### src/hdl/bkhm_ram.sv
// ----------------------------------------------------------------------------
// bkhm_ram
// Generic single-write, single-read RAM with a registered read port.
// ----------------------------------------------------------------------------
module bkhm_ram #(
  parameter int WIDTH = 8,
  parameter int DEPTH = 16
) (
  input  logic                     clk,
  input  logic                     we,
  input  logic [$clog2(DEPTH)-1:0] waddr,
  input  logic [WIDTH-1:0]         wdata,
  input  logic [$clog2(DEPTH)-1:0] raddr,
  output logic [WIDTH-1:0]         rdata
);

  logic [WIDTH-1:0] mem [DEPTH];

  always_ff @(posedge clk) begin
    if (we) begin
      mem[waddr] <= wdata;
    end
    rdata <= mem[raddr];
  end

endmodule

### config.mk
export PLATFORM = sky130hd
export DESIGN_NAME = bkhm_ram
export DESIGN_NICKNAME = d
export VERILOG_FILES = /design/src/hdl/bkhm_ram.sv
export SDC_FILE = /design/constraint.sdc
export NUM_CORES = 1
export LEC_CHECK = 0
export BUFFER_PORTS_ARGS = -buffer_cell sky130_fd_sc_hd__buf_2
export CELL_PAD_IN_SITES_DETAIL_PLACEMENT = 1
export CELL_PAD_IN_SITES_GLOBAL_PLACEMENT = 2
export CORE_MARGIN = 5
export CORE_UTILIZATION = 43
export CTS_BUF_LIST = sky130_fd_sc_hd__clkbuf_4 sky130_fd_sc_hd__clkbuf_8 sky130_fd_sc_hd__clkbuf_16
export CTS_CLUSTER_SIZE = 16
export DETAILED_ROUTE_END_ITERATION = 7
export PLACE_DENSITY_LB_ADDON = 0.25
export REMOVE_ABC_BUFFERS = 1
export SETUP_SLACK_MARGIN = 0.02
export SYNTH_ARGS = -nofsm -noshare
export SYNTH_HDL_FRONTEND = slang
export SYNTH_SLANG_ARGS = --single-unit
### constraint.sdc
create_clock -name clk -period 1.77 [get_ports clk]
set_input_delay 0.177 -clock clk [delete_from_list [all_inputs] [get_ports clk]]
set_output_delay 0.177 -clock clk [all_outputs]
set_load 0.1 [all_outputs]
==> impl_metrics.toml, run 1 <==
[clock_network]
clk_path_buf_depth = 2
htree_num_levels = 4
clk_pin_slew_ps = 60
cts_sinks = 136
cts_hold_buf = 0
post_cts_resized = 0
cts_buffers = 17
clk_latency_ps = 410
cts_tree = "built"
root_buffer = "clkbuf_16"
post-cts-setup-buffers = 0

[cells_and_area]
fin_cells = 444
diodes = 0
fin_nets = 302
area_delta_synth_final_pct = 20.7
fillers = 1065
drive_above_1_share_pct = 32.0
final_cell_mix = "edfxtp_1 (128), buf_2 (25), buf_4 (19)"
final_common_cell = "edfxtp_1"

[critical_path]
worstSetupPathType = "flop to flop"
crit_path_end_kind = "flop"
regToRegStartpoint = "mem[1][0]$_DFFE_PP_"
cp.required_ps = 2060
r2r_slack_ps = 330
reg2reg_to = "rdata[0]$_DFF_P_"
rr_worst_depth = 3
path_max_fanout = 1
startpoint_type = "flop"
critical_path_arrival_ps = 1730

[synthesis]
seq_area_frac_synth_pct = 77.8
yosysTopAreaCellShare_pct = 74.7
yosys_warnings = 0
synth_edf_count = 128
yosys.area.top_type = "edfxtp_1"
synth_area_leaders = "edfxtp_1 (75%), mux4_2 (7.9%), mux4_1 (7.1%)"
synth_cell_type_count = 19
syn_area_um2 = 5150
synth_cells = 229
syn_avg_cell_area_um2 = 22.5
ys_async_sr_fraction_pct = 0
ys_seq_elements = 136
ys.flop_type = "edfxtp_1"

[power]
p_total_uw = 8030
clockPowerShare_pct = 48.7
powerDensity_nw_per_um2 = 1290
switching_share_pct = 20.4
internal_power_uw = 6390
power.leakage_uw = 0.00214
seq_power_share_pct = 45.1
p_switching_uw = 1640
power_frac_comb_pct = 6.2
ir_drop_mv = 0.644

[route]
wire_per_inst_um = 24.4
drt_wl_total_mm = 10.8
postRouteAntennaNets = 0
drc = 0
viasPerCell = 5.53
vias = 2455
drtPass1Iterations = 4
drt-initial-drc-count = 229

[global_route]
grt.total_usage_pct = 16.6
antenna_found_initial = 0
grt_overflow_total = 0
grt_max_degree = 33
grt_pass1_wl_mm = 16.6
grt_pass1_vias = 2674

[worst_hold_path]
hold_depth = 1
hold_path.class = "input port to flop"
hold-path-endpoint = "mem[14][3]$_DFFE_PP_"
hold_path_startpoint = "wdata[3]"

[die]
core_um2 = 11900
ios = 26
die_area_um2 = 14300
die_height_um = 119
die_x_um = 119
start_util_pct = 43.4
fp-row-count = 40

[sta]
timing.final.crit_share_pct = 81.3
finalCriticalPeriod_ps = 1440
setup_viol = 0
rsz0062_at_grt = "false"
tns_ps = 0
skew_ps = 6.63
hold_viol_final = 0
clock.fmax_ghz = 0.695
maxSlewHeadroom_pct = 66.7
worstMarginPinSlew_ps = 503
timing.hold.ws_ps = 146
maxSlewViolCount = 0

[run]
cap_violations = 0

[place]
gp_congestion = 0.675
dp.cells = 412
dp_hpwl_mm = 6.41
port_buffers = 25

[outcome]
status = "finished, final reports clean"
-- power groups by stage --
stage	sequential [µW]	clock (µW)	combinational (µW)
after floorplan	3840	0	144
after global placement	3690	0	495
after detailed placement	3690	0	504
after CTS	3630	3990	507
after global routing	3630	4130	530
final	3620	3910	496
-- cells in the mapped netlist, types with 2 or more instances --
master / n
a22oi_1: 16
mux4_2: 18
nor3_1: 4
nand2b_1: 2
nand2_1: 9
clkdlybuf4s25_2: 3
nor2_1: 13
buf_2: 3
edfxtp_1: 128
mux4_1: 14
buf_6: 3
dfxtp_1: 8
nand3b_1: 2
-- metal layers --
layer	up-vias	wire length (µm)	track usage [%]
met1	1262	4510	21.4
met3	12	766	5.84
met4	0	114	5.30
met2	98	5440	26.7
li1	1083	-	-
met5	-	0	0
-- state kept, by name, summed over array words and instances, names as in the netlist --
| signal | flops |
|---|---|
| rdata | 8 |
| mem | 128 |
-- worst max-delay path by stage --
| stage | start | endpoint | slack, ps | cells past startpoint |
|---|---|---|---|---|
| 3_5_place_dp | raddr[0] | rdata[0]$_DFF_P_ | 80 | 5 |
| 3_3_place_gp | raddr[0] | rdata[0]$_DFF_P_ | 90 | 5 |
| 5_1_grt | mem[1][0]$_DFFE_PP_ | rdata[0]$_DFF_P_ | 250 | 3 |
| 4_1_cts | mem[1][0]$_DFFE_PP_ | rdata[0]$_DFF_P_ | 280 | 3 |
| 2_1_floorplan | waddr[2] | mem[0][0]$_DFFE_PP_ | 100 | 2 |
| 6_report | mem[1][0]$_DFFE_PP_ | rdata[0]$_DFF_P_ | 330 | 3 |
-- cell families after synthesis --
| logic type | share of synthesized area [%] |
|---|---|
| AOI/OAI and AO/OA | 2.33 |
| DFF | 77.8 |
| and+or+nand+nor | 3.18 |
| muxes | 15.0 |
| buffers and inverters | 1.68 |
-- per-stage QoR --
step	worst slack [ps]	util (%)	instance area, µm²
floorplan	100	-	5060
global placement	87.1	46.8	5550
detailed placement	76.7	46.8	5550
CTS	285	52.4	6210
global route	245	52.4	6210
finish	331	52.4	6210
-- layout make-up --
type                            instances  area (µm²)  share of cell area [%]
Multi-Input combinational cell         83        1060                    17.0
Clock inverter                         14         229                    3.68
Sequential cell                       136        4000                    64.4
Clock buffer                           18         433                    6.97
Timing Repair Buffer                   46         308                    4.95
Tap cell                              147         184                    2.96
-- critical path, stage by stage, from the launching register on --
cell      delay, ps
edfxtp_1        360
mux4_1          500
a22oi_1         370
nand2_1          90
Power figures use the tool's default switching activity.
==> run 2, diff against run 1 <==
==> constraint.sdc (replaced) <==
create_clock -name clk -period 1.2 [get_ports clk]
set_input_delay 0.12 -clock clk [delete_from_list [all_inputs] [get_ports clk]]
set_output_delay 0.12 -clock clk [all_outputs]
set_load 0.1 [all_outputs]
==> run 2 against run 1 <==
Compared with the run above:
- the flow now finishes with violations (negative setup slack)
- worst setup slack lost 400 ps
- clock-buffer cell count grew 4
- fmax grew 13%
- cell count grew 2.3%
- critical path depth is the same
- clock power grew 33%
- sequential cell count is the same
- via count shrank 0.53%
- utilization grew 0.92 points
- die area is the same
- critical path type unchanged
- critical endpoint unchanged
- largest cell class unchanged
==> impl_metrics.toml, run 2 (same netlist as run 1, synthesis figures left out) <==
[power]
ir_drop_mv = 1.09
powerDensity_nw_per_um2 = 1800
p_total_uw = 11400
power.leakage_uw = 0.00217

[cells_and_area]
fin_cells = 454
fin_nets = 312
largest_reg_flops = 128
drive_above_1_share_pct = 38.1
regMostFlops = "mem"
diodes = 0
final_cell_mix = "edfxtp_1 (128), buf_4 (32), mux4_2 (23)"
area_delta_synth_final_pct = 22.8
reg.largest.list = "mem: 128 flops, rdata: 8 flops"
final_cell_area_um2 = 6320
final_common_cell = "edfxtp_1"
fillers = 1059

[critical_path]
path_max_fanout = 1
cp-startpoint = "mem[3][0]$_DFFE_PP_"
rr_worst_depth = 3
r2r_slack_ps = -70
timing.critical_path.buf_inv = 0
slowest_delay_ps = 480
reg2reg_to = "rdata[0]$_DFF_P_"
critical_path.slowest_cell = "mux4_2"
critPathTopFamily = "multiplexers"
cp.required_ps = 1490
regToRegStartpoint = "mem[3][0]$_DFFE_PP_"
path_cells = "mux4_2 -> a22oi_2 -> nand2_1"
crit_path_end_kind = "flop"
startpoint_type = "flop"
critical_path_arrival_ps = 1560
worstSetupPathType = "flop to flop"

[sta]
rsz0062_at_grt = "true"
hold_viol_final = 0
worstMarginPinSlew_ps = 997
maxSlewViolCount = 0
maxSlewHeadroom_pct = 33.4
finalCriticalPeriod_ps = 1270
tns_ps = -464
setup_viol = 8
layout_setup_ws_ps = -72.5
clock.fmax_ghz = 0.786
skew_ps = 7.43
timing.final.crit_share_pct = 106

[route]
wl_met2_mm = 5.29
drt-initial-drc-count = 167
vias = 2442
viasPerCell = 5.38
drt_wl_total_mm = 10.7
wire_per_inst_um = 23.5
drtPass1Iterations = 4
wl_met1_mm = 4.86
postRouteAntennaNets = 0
met3_length_um = 380
dr.max_layer_used = "met4"
drc = 0

[worst_hold_path]
hold_path_startpoint = "wdata[3]"
hold_depth = 1
hold-path-endpoint = "mem[13][3]$_DFFE_PP_"
hold_path.class = "input port to flop"

[global_route]
grt.total_usage_pct = 16.0
grt_pass1_vias = 2660
antenna_found_initial = 0
grt_pass1_wl_mm = 16.2
grt_max_degree = 17
grt_overflow_total = 0

[clock_network]
clk_pin_slew_ps = 60
cts_buffers = 17
cts_hold_buf = 0
cts_tree = "built"
clk_latency_ps = 410
root_buffer = "clkbuf_16"
clk_path_buf_depth = 2
htree_num_levels = 4
post-cts-setup-buffers = 0
cts_sinks = 136

[place]
dp.cells = 422
port_buffers = 25
placed_area_um2 = 5700
dp_hpwl_mm = 6.85
gp_congestion = 0.695

[die]
die_x_um = 119
die_area_um2 = 14300
die_height_um = 119
start_util_pct = 43.4
core_um2 = 11900
ios = 26
fp-row-count = 40

[outcome]
status = "complete, but fails checks"
failed_checks = "negative setup slack"

[run]
cap_violations = 0
run 2: cell types whose count changed in the layout (fill, tap and decap cells not counted), moves of 5 or more:
cell,before,now
buf_12,2,7
mux4_2,18,23
buf_2,25,17
mux4_1,14,9
a22oi_1,16,10
a22oi_2,0,6
buf_4,19,32
run 2: where the power goes:
part           leakage, µW  internal (µW)  switching, µW
Sequential         0.00122           5310           43.7
Combinational     0.000646            309            527
Clock             0.000301           3420           1770
Total              0.00217           9040           2340
run 2: worst max path at each step:
stage,cells past startpoint,to
after floorplan,2,mem[0][0]$_DFFE_PP_
after global placement,5,rdata[0]$_DFF_P_
after detailed placement,5,rdata[0]$_DFF_P_
after CTS,3,rdata[0]$_DFF_P_
after global routing,3,rdata[0]$_DFF_P_
final,3,rdata[0]$_DFF_P_
run 2: final cells by class:
type	instances	area, µm²	share of cell area (%)
clock buffers	22	475	7.52
repair buffers	56	465	7.36
flip-flops and latches	136	4000	63.3
multi-input cells	83	1070	16.9
well taps	147	184	2.91
clock inverters	10	126	2.00
run 2: through the flow:
step           hold WS [ps]  worst slack (ps)  util, %
4_1_cts                78.8              -112     53.3
2_1_floorplan           219              -413        -
5_1_grt                84.1              -148     53.3
3_3_place_gp            506              -410     48.1
3_5_place_dp            512              -445     48.1
6_report               99.1             -72.5     53.3
run 2: what timing repair did:
item                       in CTS  in global routing
hold endpoints to repair        0                  0
pin swaps                       6                  0
resized for setup              11                  4
setup endpoints to repair      12                  9
run 2: metal layers:
layer	track usage, %	vias to the layer above
met5	0	-
met4	4.94	0
met3	4.80	13
met2	25.3	54
met1	21.5	1281
li1	-	1094
==> run 3, diff against run 2 <==
==> config.mk (replaced) <==
export PLATFORM = sky130hd
export DESIGN_NAME = bkhm_ram
export DESIGN_NICKNAME = d
export VERILOG_FILES = /design/src/hdl/bkhm_ram.sv
export SDC_FILE = /design/constraint.sdc
export NUM_CORES = 1
export LEC_CHECK = 0
export BUFFER_PORTS_ARGS = -buffer_cell sky130_fd_sc_hd__buf_4
export CELL_PAD_IN_SITES_DETAIL_PLACEMENT = 1
export CELL_PAD_IN_SITES_GLOBAL_PLACEMENT = 2
export CORE_MARGIN = 5
export CORE_UTILIZATION = 40
export CTS_BUF_LIST = sky130_fd_sc_hd__clkbuf_4 sky130_fd_sc_hd__clkbuf_8 sky130_fd_sc_hd__clkbuf_16
export CTS_CLUSTER_SIZE = 16
export DETAILED_ROUTE_END_ITERATION = 7
export PLACE_DENSITY_LB_ADDON = 0.25
export SETUP_SLACK_MARGIN = 0.02
export SYNTH_ARGS = -nofsm -noshare
export SYNTH_HDL_FRONTEND = slang
export SYNTH_SLANG_ARGS = --single-unit
==> run 3 against run 2 <==
Compared with the run above:
- the run still ends with negative setup slack left
- clock-buffer cell count unchanged
- clock skew increased by 1.1 ps
- register-to-register slack got worse by 40 ps
- global-route usage decreased by 0.081 points
- utilization decreased by 2.4 points
- via count increased by 2.7%
- combinational power increased by 4.5%
- sequential cell count unchanged
- worst setup slack got worse by 43 ps
- fmax decreased by 3.3%
- final area increased by 1.6%
- critical path type unchanged
- largest cell class unchanged
- highest routed layer unchanged
==> impl_metrics.toml, run 3 (same netlist as run 1, synthesis figures left out) <==
[critical_path]
regToRegStartpoint = "mem[3][0]$_DFFE_PP_"
critical_path_arrival_ps = 1600
path_max_fanout = 1
cp-startpoint = "mem[3][0]$_DFFE_PP_"
rr_worst_depth = 3
r2r_slack_ps = -120
path_cells = "mux4_2 -> a22oi_2 -> nand2_2"
critical_path.slowest_cell = "mux4_2"
crit_path_end = "rdata[0]$_DFF_P_"
slowest_delay_ps = 490
worstSetupPathType = "flop to flop"
cp.required_ps = 1490
reg2reg_to = "rdata[0]$_DFF_P_"
crit_path_end_kind = "flop"
startpoint_type = "flop"

[sta]
rsz0062_at_grt = "true"
hold_viol_final = 0
setup_viol = 8
worstMarginPinSlew_ps = 1060
timing.final.crit_share_pct = 110
layout_setup_ws_ps = -116
skew_ps = 8.58
maxSlewHeadroom_pct = 29.4
finalCriticalPeriod_ps = 1320
maxSlewViolCount = 0
clock.fmax_ghz = 0.760

[clock_network]
cts_buffers = 17
htree_num_levels = 4
root_buffer = "clkbuf_16"
cts_hold_buf = 0
clk_pin_slew_ps = 60
clk_latency_ps = 410
cts_sinks = 136
clk_path_buf_depth = 2
cts_tree = "built"

[cells_and_area]
largest_reg_flops = 128
fin_nets = 312
drive_above_1_share_pct = 44.6
area_delta_synth_final_pct = 24.8
reg.largest.list = "mem: 128 flops, rdata: 8 flops"
final_cell_mix = "edfxtp_1 (128), buf_4 (43), mux4_2 (32)"
final_common_cell = "edfxtp_1"
diodes = 0
fin_util_pct = 50.9
regMostFlops = "mem"

[die]
core_um2 = 12600
fp-row-count = 41
die_x_um = 123
ios = 26
die_height_um = 123
die_area_um2 = 15200
start_util_pct = 40.8

[power]
power_frac_comb_pct = 7.9
seq_power_share_pct = 48.6
p_switching_uw = 2400
ir_drop_mv = 1.02
clockPowerShare_pct = 43.4
powerDensity_nw_per_um2 = 1710
switching_share_pct = 21.9
internal_power_uw = 8590
power.leakage_uw = 0.00214

[route]
drt_wl_total_mm = 11.0
drtPass1Iterations = 4
vias = 2509
drt-initial-drc-count = 258
postRouteAntennaNets = 0
wire_per_inst_um = 23.0
viasPerCell = 5.24
drc = 0

[place]
port_buffers = 25
dp_hpwl_mm = 7.08
gp_congestion = 0.699
dp_slack_ps = -455

[run]
cap_violations = 0

[outcome]
status = "complete, but fails checks"
failed_checks = "negative setup slack"

[global_route]
antenna_found_initial = 0
grt_overflow_total = 0
grt_pass1_wl_mm = 16.7
grt.total_usage_pct = 15.9
grt_max_degree = 17
grt_pass1_vias = 2775

[worst_hold_path]
hold_path.class = "input port to flop"
hold_path_startpoint = "wdata[5]"

[synthesis]
synth_fp_nets = 247
[run 3: cell types whose count changed in the layout (fill, tap and decap cells not counted), sizes merged]
| cell | previous run | this run |
|---|---|---|
| clkinv | 6 | 7 |
| bufinv | 3 | 1 |
| clkinvlp | 1 | 2 |
[run 3: final cells by class]
cell class / instances / area (µm²)
Fill cell: 1174 / 6200
Sequential cell: 136 / 4000
Multi-Input combinational cell: 83 / 1100
Timing Repair Buffer: 56 / 557
Clock buffer: 22 / 469
Tap cell: 172 / 215
Clock inverter: 10 / 80.1
[run 3: what timing repair did]
item,CTS,global route
gates resized for setup,11,7
cloned,0,0
setup buffers,0,0
pin swaps,6,6
setup endpoints to repair,10,9
[run 3: per-stage QoR]
stage / area, µm² / std cells / TNS, ps / hold WS, ps / total power (µW)
4_1_cts: 6400 / 479 / -780 / 5.92 / 11100
3_5_place_dp: 5820 / 447 / -11390 / 446 / 6290
6_report: 6420 / 479 / -598 / 16.3 / 11000
5_1_grt: 6420 / 479 / -949 / 16.2 / 11400
2_1_floorplan: 5180 / 229 / -187 / 219 / 5960
3_3_place_gp: 5820 / 447 / -9040 / 424 / 6270
[run 3: worst min path at each step]
stage,slack (ps),end,cells past startpoint
detailed placement,450,mem[15][5]$_DFFE_PP_,1
CTS,6,mem[14][5]$_DFFE_PP_,1
floorplan,220,mem[0][0]$_DFFE_PP_,0
global route,20,mem[12][0]$_DFFE_PP_,1
finish,20,mem[14][5]$_DFFE_PP_,1
global placement,420,mem[12][5]$_DFFE_PP_,1
[run 3: metal layers]
| metal | global-route usage, % | part of all wire, % | vias to the layer above |
|---|---|---|---|
| met5 | 0 | 0 | - |
| li1 | - | - | 1088 |
| met3 | 4.12 | 4.6 | 20 |
| met1 | 20.4 | 43 | 1316 |
| met4 | 7.61 | 2.5 | 0 |
| met2 | 25.3 | 50 | 85 |
[run 3: power by group through the flow]
stage,Combinational (µW),Clock [µW],Sequential [µW]
floorplan,297,0,5660
global placement,830,0,5440
detailed placement,848,0,5440
CTS,874,4860,5350
global route,923,5100,5360
finish,874,4780,5350
[run 3: worst max-delay path: cells and delay by family (launching register included)]
kind            cells  cell delay, ps
simple gates        1              90
mux                 1             490
flops               1             370
compound gates      1             240
